File: config.mk
export PLATFORM = sky130hd
export DESIGN_NAME = cers_rsp_fifo
export DESIGN_NICKNAME = d
export VERILOG_FILES = /design/src/hdl/cers_pkg.sv /design/src/hdl/cers_rsp_fifo.sv
export SDC_FILE = /design/constraint.sdc
export NUM_CORES = 1
export LEC_CHECK = 0
export BUFFER_PORTS_ARGS = -buffer_cell sky130_fd_sc_hd__buf_4
export CORE_UTILIZATION = 59
export CTS_BUF_LIST = sky130_fd_sc_hd__clkbuf_2
export DETAILED_ROUTE_END_ITERATION = 10
export PLACE_DENSITY_LB_ADDON = 0.25
export SETUP_SLACK_MARGIN = 0.5
export SLEW_MARGIN = 25
export SYNTH_ARGS = -nofsm -noshare
export SYNTH_HDL_FRONTEND = slang
export SYNTH_SLANG_ARGS = --single-unit
export TNS_END_PERCENT = 10
File: constraint.sdc
create_clock -name clock -period 2.12 [get_ports clock]
set_input_delay 0.106 -clock clock [delete_from_list [all_inputs] [get_ports clock]]
set_output_delay 0.106 -clock clock [all_outputs]
set_load 0.05 [all_outputs]
File: src/hdl/cers_pkg.sv
// ----------------------------------------------------------------------------
// Column edge row scan: shared types and constants
// Register indexes, field widths, the tracker entry layout and the result
// record that travels from the update stage to the result queue.
// ----------------------------------------------------------------------------
`default_nettype none

package cers_pkg;

   // Field widths
   localparam int PIXEL_W     = 8;
   localparam int COLUMN_W    = 10;
   localparam int EDGE_ROW_W  = 11;
   localparam int FRAME_W_W   = 11;
   localparam int FRAME_H_W   = 12;
   localparam int THRESHOLD_W = 8;

   // Configuration port
   localparam int CSR_INDEX_W = 2;
   localparam int CSR_DATA_W  = 12;

   localparam logic [CSR_INDEX_W-1:0] REG_FRAME_WIDTH    = 2'd0;
   localparam logic [CSR_INDEX_W-1:0] REG_FRAME_HEIGHT   = 2'd1;
   localparam logic [CSR_INDEX_W-1:0] REG_EDGE_THRESHOLD = 2'd2;

   localparam logic [FRAME_W_W-1:0]   FRAME_WIDTH_RESET    = 11'd700;
   localparam logic [FRAME_H_W-1:0]   FRAME_HEIGHT_RESET   = 12'd480;
   localparam logic [THRESHOLD_W-1:0] EDGE_THRESHOLD_RESET = 8'd130;

   // Result queue
   localparam int FIFO_DEPTH = 4;
   localparam int PTR_W      = $clog2(FIFO_DEPTH);
   localparam int COUNT_W    = PTR_W + 1;

   // Tracker for one half of one column.
   typedef struct packed {
      logic                   seen;
      logic                   found;
      logic [EDGE_ROW_W-1:0]  row;
      logic [PIXEL_W-1:0]     max;
   } half_type;

   // One memory word holds both halves of a column.
   typedef struct packed {
      half_type upper;
      half_type lower;
   } entry_type;

   typedef struct packed {
      logic [COLUMN_W-1:0]   column;
      logic [EDGE_ROW_W-1:0] upper_edge_row;
      logic                  upper_by_threshold;
      logic [EDGE_ROW_W-1:0] lower_edge_row;
      logic                  lower_by_threshold;
      logic                  frame_done;
   } result_type;

endpackage

`default_nettype wire

File: src/hdl/cers_rsp_fifo.sv
// ----------------------------------------------------------------------------
// Column edge row scan: result queue
// Small register queue that holds column results until the consumer takes
// them, so that the update stage never has to wait.
// ----------------------------------------------------------------------------
`default_nettype none

module cers_rsp_fifo
   import cers_pkg::*;
(
   input  wire logic               clock,
   input  wire logic               reset,
   input  wire logic               push,
   input  wire result_type         push_data,
   input  wire logic               pop,
   output      logic               head_valid,
   output      result_type         head_data,
   output      logic [COUNT_W-1:0] count
);

   result_type         q_ff [FIFO_DEPTH];
   logic [PTR_W-1:0]   wr_ptr_ff;
   logic [PTR_W-1:0]   rd_ptr_ff;
   logic [COUNT_W-1:0] count_ff;
   logic [PTR_W-1:0]   wr_ptr_in;
   logic [PTR_W-1:0]   rd_ptr_in;
   logic [COUNT_W-1:0] count_in;

   always_comb begin
      wr_ptr_in = push ? PTR_W'(wr_ptr_ff + 1'b1) : wr_ptr_ff;
      rd_ptr_in = pop  ? PTR_W'(rd_ptr_ff + 1'b1) : rd_ptr_ff;
      count_in  = count_ff;
      if (push && !pop) begin
         count_in = COUNT_W'(count_ff + 1'b1);
      end else if (pop && !push) begin
         count_in = COUNT_W'(count_ff - 1'b1);
      end
   end

   always_ff @(posedge clock) begin
      if (reset) begin
         wr_ptr_ff <= '0;
         rd_ptr_ff <= '0;
         count_ff  <= '0;
      end else begin
         wr_ptr_ff <= wr_ptr_in;
         rd_ptr_ff <= rd_ptr_in;
         count_ff  <= count_in;
      end
   end

   always_ff @(posedge clock) begin
      if (push) begin
         q_ff[wr_ptr_ff] <= push_data;
      end
   end

   assign head_valid = (count_ff != '0);
   assign head_data  = q_ff[rd_ptr_ff];
   assign count      = count_ff;

endmodule

`default_nettype wire

==> flow_summary_export.csv, run 1 <==
group,metric,value,unit
status,outcome,"finished, violations left",
status,failed_checks,"setup timing",
placement,portBuffers,77,
power,ir_worst_vdd,713.5,µV
timing,period_utilisation_layout,103.5,%
logic_synthesis,synth_area,5525,µm²
logic_synthesis,synth.area.top_cells,"sky130_fd_sc_hd__edfxtp_1, sky130_fd_sc_hd__mux4_2, sky130_fd_sc_hd__dfxtp_1",
clock_network,tritoncts_clock_tree,"built",
timing,slew_limit_fails,0,
critical_path,cp-start-kind,"flip-flop",
finish,final_common_cell,"sky130_fd_sc_hd__edfxtp_1",
clock_network,cts.sinks,149,
finish,ff_latch_area,4399,µm²
timing,hold_violations,0,
placement,detailed_place.area,6246,µm²
detailed_routing,drc,0,
finish,antenna_cells,0,
global_routing,grt_pass1_vias,2932,
detailed_routing,drt-vias-per-instance,5.511,
clock_network,cts_root_buffer,"sky130_fd_sc_hd__clkbuf_2",
finish,utilization,80.23,%
placement,dp_hpwl,5.349,mm
worst_hold_path,worstHoldPathType,"in2reg",
finish,syn_to_final_growth,29.10,%
global_routing,global_route.overflow_total,0,
floorplan,floorplan.core_area,8891,µm²
timing,period_needed,2.193,ns
floorplan,die_y,98.77,µm
logic_synthesis,synthFlopType,"sky130_fd_sc_hd__edfxtp_1",
finish,layout.nets,407,
timing,unrepaired_setup_endpoints_after_global_routing,"yes",
timing,setup_violating_endpoint_count_in_the_final_report,18,
logic_synthesis,yosys.area.top_type,"sky130_fd_sc_hd__edfxtp_1",
logic_synthesis,syn_nets,271,
floorplan,floorplan.io_pins,78,
floorplan,die_w,98.77,µm
critical_path,worst-endpoint-arrival,2.09,ns
power,power_leakage,2.498,nW
timing,finalClockSkew,0.02989,ns
clock_network,clk-insertion-delay-late,0.65,ns
timing,max_freq,456.0,MHz
logic_synthesis,ys_warn_count,0,
job,maxCapViolations,0,
timing,post-route-worst-setup-slack,-0.07320,ns
finish,most_used_cells_in_the_layout_excluding_fill_and_tap_cells,"sky130_fd_sc_hd__edfxtp_1, sky130_fd_sc_hd__buf_4, sky130_fd_sc_hd__dlygate4sd3_1",
finish,multi_input_area,1025,µm²
timing,maxSlewHeadroom,63.64,%
global_routing,grt_use_total,21.56,%
placement,place_congestion,0.6861,
detailed_routing,drtPass1Iterations,4,
clock_network,cts.path.max_buffers,2,
clock_network,cts.htree.levels,4,
finish,layout_cell_share_with_drive_strength_beyond_1,43.20,%
clock_network,tritoncts.num_buffers,17,
global_routing,grt_first_pass_wirelength,14.97,mm
detailed_routing,detailroute.via_count,2662,
detailed_routing,routed_wirelength,9.529,mm
critical_path,timing_worst_setup_path_type,"reg2out",
floorplan,start_util,62.14,%
logic_synthesis,postSynthCellCount,226,
detailed_routing,drt.antenna.violating_nets,0,
logic_synthesis,synth_enable_flop_cells,140,
finish,nFillCells,432,
timing,finalHoldWorstSlack,0.1804,ns
logic_synthesis,synth_cell_type_count,21,
critical_path,required,2.01,ns
floorplan,placementRows,34,
floorplan,die_area,9756,µm²
finish,fin_area,7133,µm²
logic_synthesis,share_of_synthesized_flip_flops_with_an_asynchronous_set_or_reset,0,%
critical_path,setup.worst_path.end_class,"output port",
logic_synthesis,seq_area_frac_synth,79.35,%
detailed_routing,drt-initial-drc-count,158,
timing,worst-slew-pin-transition,0.5454,ns
detailed_routing,routed_length_per_placed_instance,19.73,µm
global_routing,grt_max_degree,36,
global_routing,grt_antenna_before_repair,0,
logic_synthesis,synthesized_area_per_cell,24.45,µm²
logic_synthesis,synth_top_cell_area_share,76.09,%
critical_path,critPathMaxFanout,6,
power,power.density_cell_area,877.9,nW/µm²
clock_network,path_clk_slew,0.24,ns
logic_synthesis,synth.ff_latch_count,149,
-- state kept, by name, indices dropped and copies added, names as in the netlist, named ones only --
| register | count |
|---|---|
| count | 3 |
| wr_ptr_ff | 2 |
| q_ff | 140 |
| rd_ptr_ff | 2 |
-- layer usage --
metal,track usage [%],vias to the layer above,part of all wire (%)
met5,0,-,0
met4,6.315,0,0.58
met3,6.879,4,5.4
met2,36.53,89,53
met1,27.03,1355,41
li1,-,1214,-
-- critical path, stage by stage, from the launching register on --
cell	delay, ns
sky130_fd_sc_hd__dfxtp_4	0.47
sky130_fd_sc_hd__buf_6	0.13
sky130_fd_sc_hd__buf_16	0.13
sky130_fd_sc_hd__mux4_2	0.54
sky130_fd_sc_hd__buf_8	0.17
-- layout make-up --
class | count | share of cell area, %
Clock buffer | 17 | 1.193
Clock inverter | 15 | 2.052
Inverter | 4 | 0.2105
Multi-Input combinational cell | 64 | 14.37
Sequential cell | 149 | 61.67
Tap cell | 108 | 1.894
Timing Repair Buffer | 126 | 18.61
-- synthesized netlist by cell type (2+ instances only) --
cell type / count
sky130_fd_sc_hd__dfxtp_1: 9
sky130_fd_sc_hd__inv_1: 4
sky130_fd_sc_hd__mux4_1: 5
sky130_fd_sc_hd__and2_1: 4
sky130_fd_sc_hd__ha_1: 5
sky130_fd_sc_hd__xor2_1: 3
sky130_fd_sc_hd__mux4_2: 30
sky130_fd_sc_hd__or3_1: 2
sky130_fd_sc_hd__buf_12: 3
sky130_fd_sc_hd__edfxtp_1: 140
sky130_fd_sc_hd__mux2i_1: 2
sky130_fd_sc_hd__xnor2_1: 2
sky130_fd_sc_hd__nor2_1: 7
sky130_fd_sc_hd__buf_2: 3
-- path summary, 6_finish.rpt --
check / startpoint / endpoint / slack [ns] / cells after the start
min: push_data[19] / q_ff[2][19]$_DFFE_PP_ / 0.18 / 2
max reg2reg: wr_ptr_ff[0]$_SDFFE_PP0P_ / q_ff[2][21]$_DFFE_PP_ / 0.59 / 3
min reg2reg: count[2]$_SDFFE_PP0P_ / count[2]$_SDFFE_PP0P_ / 0.56 / 2
max: flip-flop / head_data[5] / -0.07 / 4
-- power breakdown --
group | switching, mW | total (mW) | internal [mW]
sequential | 0.0598 | 3.43 | 3.37
clock | 1.04 | 1.50 | 0.457
combinational | 0.750 | 1.33 | 0.582
total | 1.85 | 6.26 | 4.41
-- metrics by stage --
step / setup slack [ns] / setup TNS [ns] / cells / total power [mW]
2_1_floorplan: 0.3258 / 0 / 226 / 4.257
6_report: -0.07320 / -0.9059 / 483 / 6.262
5_1_grt: -0.2008 / -5.032 / 483 / 6.494
3_3_place_gp: 0.4000 / 0 / 408 / 4.576
3_5_place_dp: 0.3490 / 0 / 408 / 4.599
4_1_cts: -0.1048 / -1.812 / 483 / 6.294
-- what timing repair did --
action                                  in CTS  in global routing
buffers inserted                             2                  0
hold endpoints to repair                   149                  0
pin swaps                                    1                  1
endpoints found under the setup margin     106                 36
gates cloned                                 2                  0
hold buffers                                39                  0
gates resized for setup                     59                  5
-- kinds of logic (layout without fill, tap and decap cells) --
family | count (synthesis) | after routing | share of synthesized area (%)
xor+xnor | 5 | 5 | 0.7927
flops | 149 | 149 | 79.35
simple gates | 14 | 14 | 1.223
compound gates | 2 | 2 | 0.1810
buf+inv | 13 | 162 | 1.992
fa+ha+maj | 6 | 6 | 1.495
mux | 37 | 37 | 14.97
No activity file was read; power rests on OpenSTA's default activity.
==> inputs of run 2 (changes only) <==
--- a/config.mk
+++ b/config.mk
@@ -6,7 +6,7 @@
 export NUM_CORES = 1
 export LEC_CHECK = 0
 export BUFFER_PORTS_ARGS = -buffer_cell sky130_fd_sc_hd__buf_4
-export CORE_UTILIZATION = 59
+export CORE_UTILIZATION = 40
 export CTS_BUF_LIST = sky130_fd_sc_hd__clkbuf_2
 export DETAILED_ROUTE_END_ITERATION = 10
 export PLACE_DENSITY_LB_ADDON = 0.25
==> constraint.sdc (replaced) <==
create_clock -name clock -period 1.9 [get_ports clock]
set_input_delay 0.095 -clock clock [delete_from_list [all_inputs] [get_ports clock]]
set_output_delay 0.095 -clock clock [all_outputs]
set_load 0.05 [all_outputs]
==> run 2 against run 1 <==
  * The flow still finishes with violations (setup timing)
  * Clock skew is 0.0011 ns lower
  * Utilization shrank 25 points
  * Total power grew 16%
  * Count of clock-buffer cells in the layout grew 2
  * First-iteration DRC count up 18%
  * Register-to-register slack got worse by 0.15 ns
  * Sequential power rose by 11%
  * Sequential share of layout area is 1.8 points lower
  * Clock power grew 25%
  * Critical endpoint is now head_data[20]
  * Largest cell class unchanged
  * Largest power group unchanged
==> flow_summary_export.csv, run 2 (synthesis gave the netlist of run 1 again) <==
group,metric,value,unit
critical_path,worst-endpoint-arrival,2.07,ns
detailed_routing,drc,0,
floorplan,die_area,14290,µm²
floorplan,die_w,119.5,µm
critical_path,worst_path_largest_cell_delay,0.52,ns
finish,utilization,55.17,%
status,failed_checks,"setup timing",
clock_network,clk-insertion-delay-late,0.69,ns
global_routing,grt_pass1_vias,2860,
global_routing,grt_antenna_before_repair,0,
power,swShare,26.79,%
critical_path,cp-start-kind,"flip-flop",
critical_path,crit_chain,"buf_12 -> buf_16 -> mux4_2 -> buf_8",
clock_network,cts.htree.levels,4,
timing,finalHoldWorstSlack,0.1257,ns
timing,slew_limit_fails,0,
status,outcome,"finished, violations left",
power,internal-power,5.304,mW
floorplan,placementRows,42,
finish,regMostFlops,"q_ff",
power,power.density_cell_area,983.8,nW/µm²
timing,worst-slew-pin-transition,0.5524,ns
placement,dp_worst_setup_slack,0.08615,ns
clock_network,path_clk_slew,0.20,ns
job,maxCapViolations,0,
timing,finalClockSkew,0.02881,ns
clock_network,cts.path.max_buffers,2,
detailed_routing,routed_wirelength,9.744,mm
timing,setup_violating_endpoint_count_in_the_final_report,35,
critical_path,critical-path-top-delay-family,"multiplexers",
finish,final_common_cell,"sky130_fd_sc_hd__edfxtp_1",
floorplan,die_y,119.5,µm
finish,nFillCells,1054,
floorplan,start_util,41.39,%
detailed_routing,drt-vias-per-instance,4.800,
power,p_clk_share,25.8,%
clock_network,tritoncts.num_buffers,17,
worst_hold_path,hold-path-cell-count,2,
floorplan,floorplan.io_pins,78,
power,ir_worst_vdd,508.8,µV
timing,post-route-worst-setup-slack,-0.2632,ns
worst_hold_path,worstHoldPathType,"in2reg",
placement,numPlacedInstances,478,
detailed_routing,drt.antenna.violating_nets,0,
power,switching_power,1.940,mW
placement,portBuffers,77,
finish,largest_register_ffs,140,
global_routing,global_route.overflow_total,0,
critical_path,critPathMaxFanout,6,
timing,period_needed,2.163,ns
finish,most_used_cells_in_the_layout_excluding_fill_and_tap_cells,"sky130_fd_sc_hd__edfxtp_1, sky130_fd_sc_hd__buf_4, sky130_fd_sc_hd__dlygate4sd3_1",
global_routing,grt_use_total,15.03,%
finish,layout.nets,412,
clock_network,cts_root_buffer,"sky130_fd_sc_hd__clkbuf_2",
global_routing,grt_first_pass_wirelength,15.24,mm
critical_path,required,1.80,ns
timing,hold_violations,0,
placement,place_congestion,0.6355,
critical_path,critPathSlowestCell,"sky130_fd_sc_hd__mux4_2",
detailed_routing,routed_length_per_placed_instance,17.56,µm
global_routing,grt_max_degree,36,
power,power_leakage,2.555,nW
finish,antenna_cells,0,
finish,stdcell_count,555,
placement,detailed_place.area,6320,µm²
critical_path,depth_of_the_worst_register_to_register_path,3,
power,power_frac_comb,21.4,%
finish,fin_area,7363,µm²
power,seq_power_share,52.8,%
detailed_routing,drt-initial-drc-count,186,
finish,layout_cell_share_with_drive_strength_beyond_1,45.65,%
timing,period_utilisation_layout,113.9,%
critical_path,critPathBufInv,3,
clock_network,cts.sinks,149,
detailed_routing,drtPass1Iterations,4,
timing,max_freq,462.3,MHz
critical_path,setup.worst_path.end_class,"output port",
critical_path,worst-path-stages,4,
critical_path,timing_worst_setup_path_type,"reg2out",
floorplan,floorplan.core_area,13350,µm²
detailed_routing,detailroute.via_count,2664,
finish,syn_to_final_growth,33.27,%
timing,maxSlewHeadroom,63.18,%
clock_network,tritoncts_clock_tree,"built",
placement,dp_hpwl,5.479,mm
timing,unrepaired_setup_endpoints_after_global_routing,"yes",
[run 2: through the flow]
| stage | setup TNS, ns | total power, mW |
|---|---|---|
| 6_report | -8.176 | 7.244 |
| 5_1_grt | -13.01 | 7.542 |
| 4_1_cts | -11.73 | 7.332 |
| 3_5_place_dp | 0 | 5.142 |
| 3_3_place_gp | 0 | 5.121 |
| 2_1_floorplan | 0 | 4.754 |
[run 2: final timing paths]
path | start | endpoint | slack (ns)
setup / recovery | flip-flop | head_data[20] | -0.26
hold / removal | push_data[32] | q_ff[3][32]$_DFFE_PP_ | 0.13
setup reg to reg | wr_ptr_ff[0]$_SDFFE_PP0P_ | q_ff[2][1]$_DFFE_PP_ | 0.44
hold reg to reg | count[2]$_SDFFE_PP0P_ | count[2]$_SDFFE_PP0P_ | 0.56
[run 2: routing by layer]
layer,wire length (µm),GRT usage (%)
met3,394,4.563
met1,4230,18.13
met2,4949,24.75
met4,169,7.031
met5,0,0
[run 2: cell type report]
type                            count  area, µm²  share of cell area [%]
Timing Repair Buffer              131       1395                   18.95
Tap cell                          176      220.2                   2.991
Multi-Input combinational cell     64       1064                   14.44
Inverter                            4      20.02                  0.2719
Sequential cell                   149       4408                   59.86
Clock buffer                       19      95.09                   1.291
Clock inverter                     12      161.4                   2.192
[run 2: power groups by stage]
stage	logic (mW)	registers, mW	clock network (mW)
global route	1.63	3.84	2.07
floorplan	0.842	3.91	0
CTS	1.56	3.83	1.94
finish	1.55	3.82	1.87
global placement	1.24	3.88	0
detailed placement	1.25	3.89	0
[run 2: timing repair]
action                                  4_1_cts  5_1_grt
hold buffers                                 39        0
buffers inserted                              3        0
cloned                                        4        0
pin swaps                                     7        6
endpoints found under the setup margin      131      158
endpoints found under the hold margin       150        0
gates resized for setup                      74        6
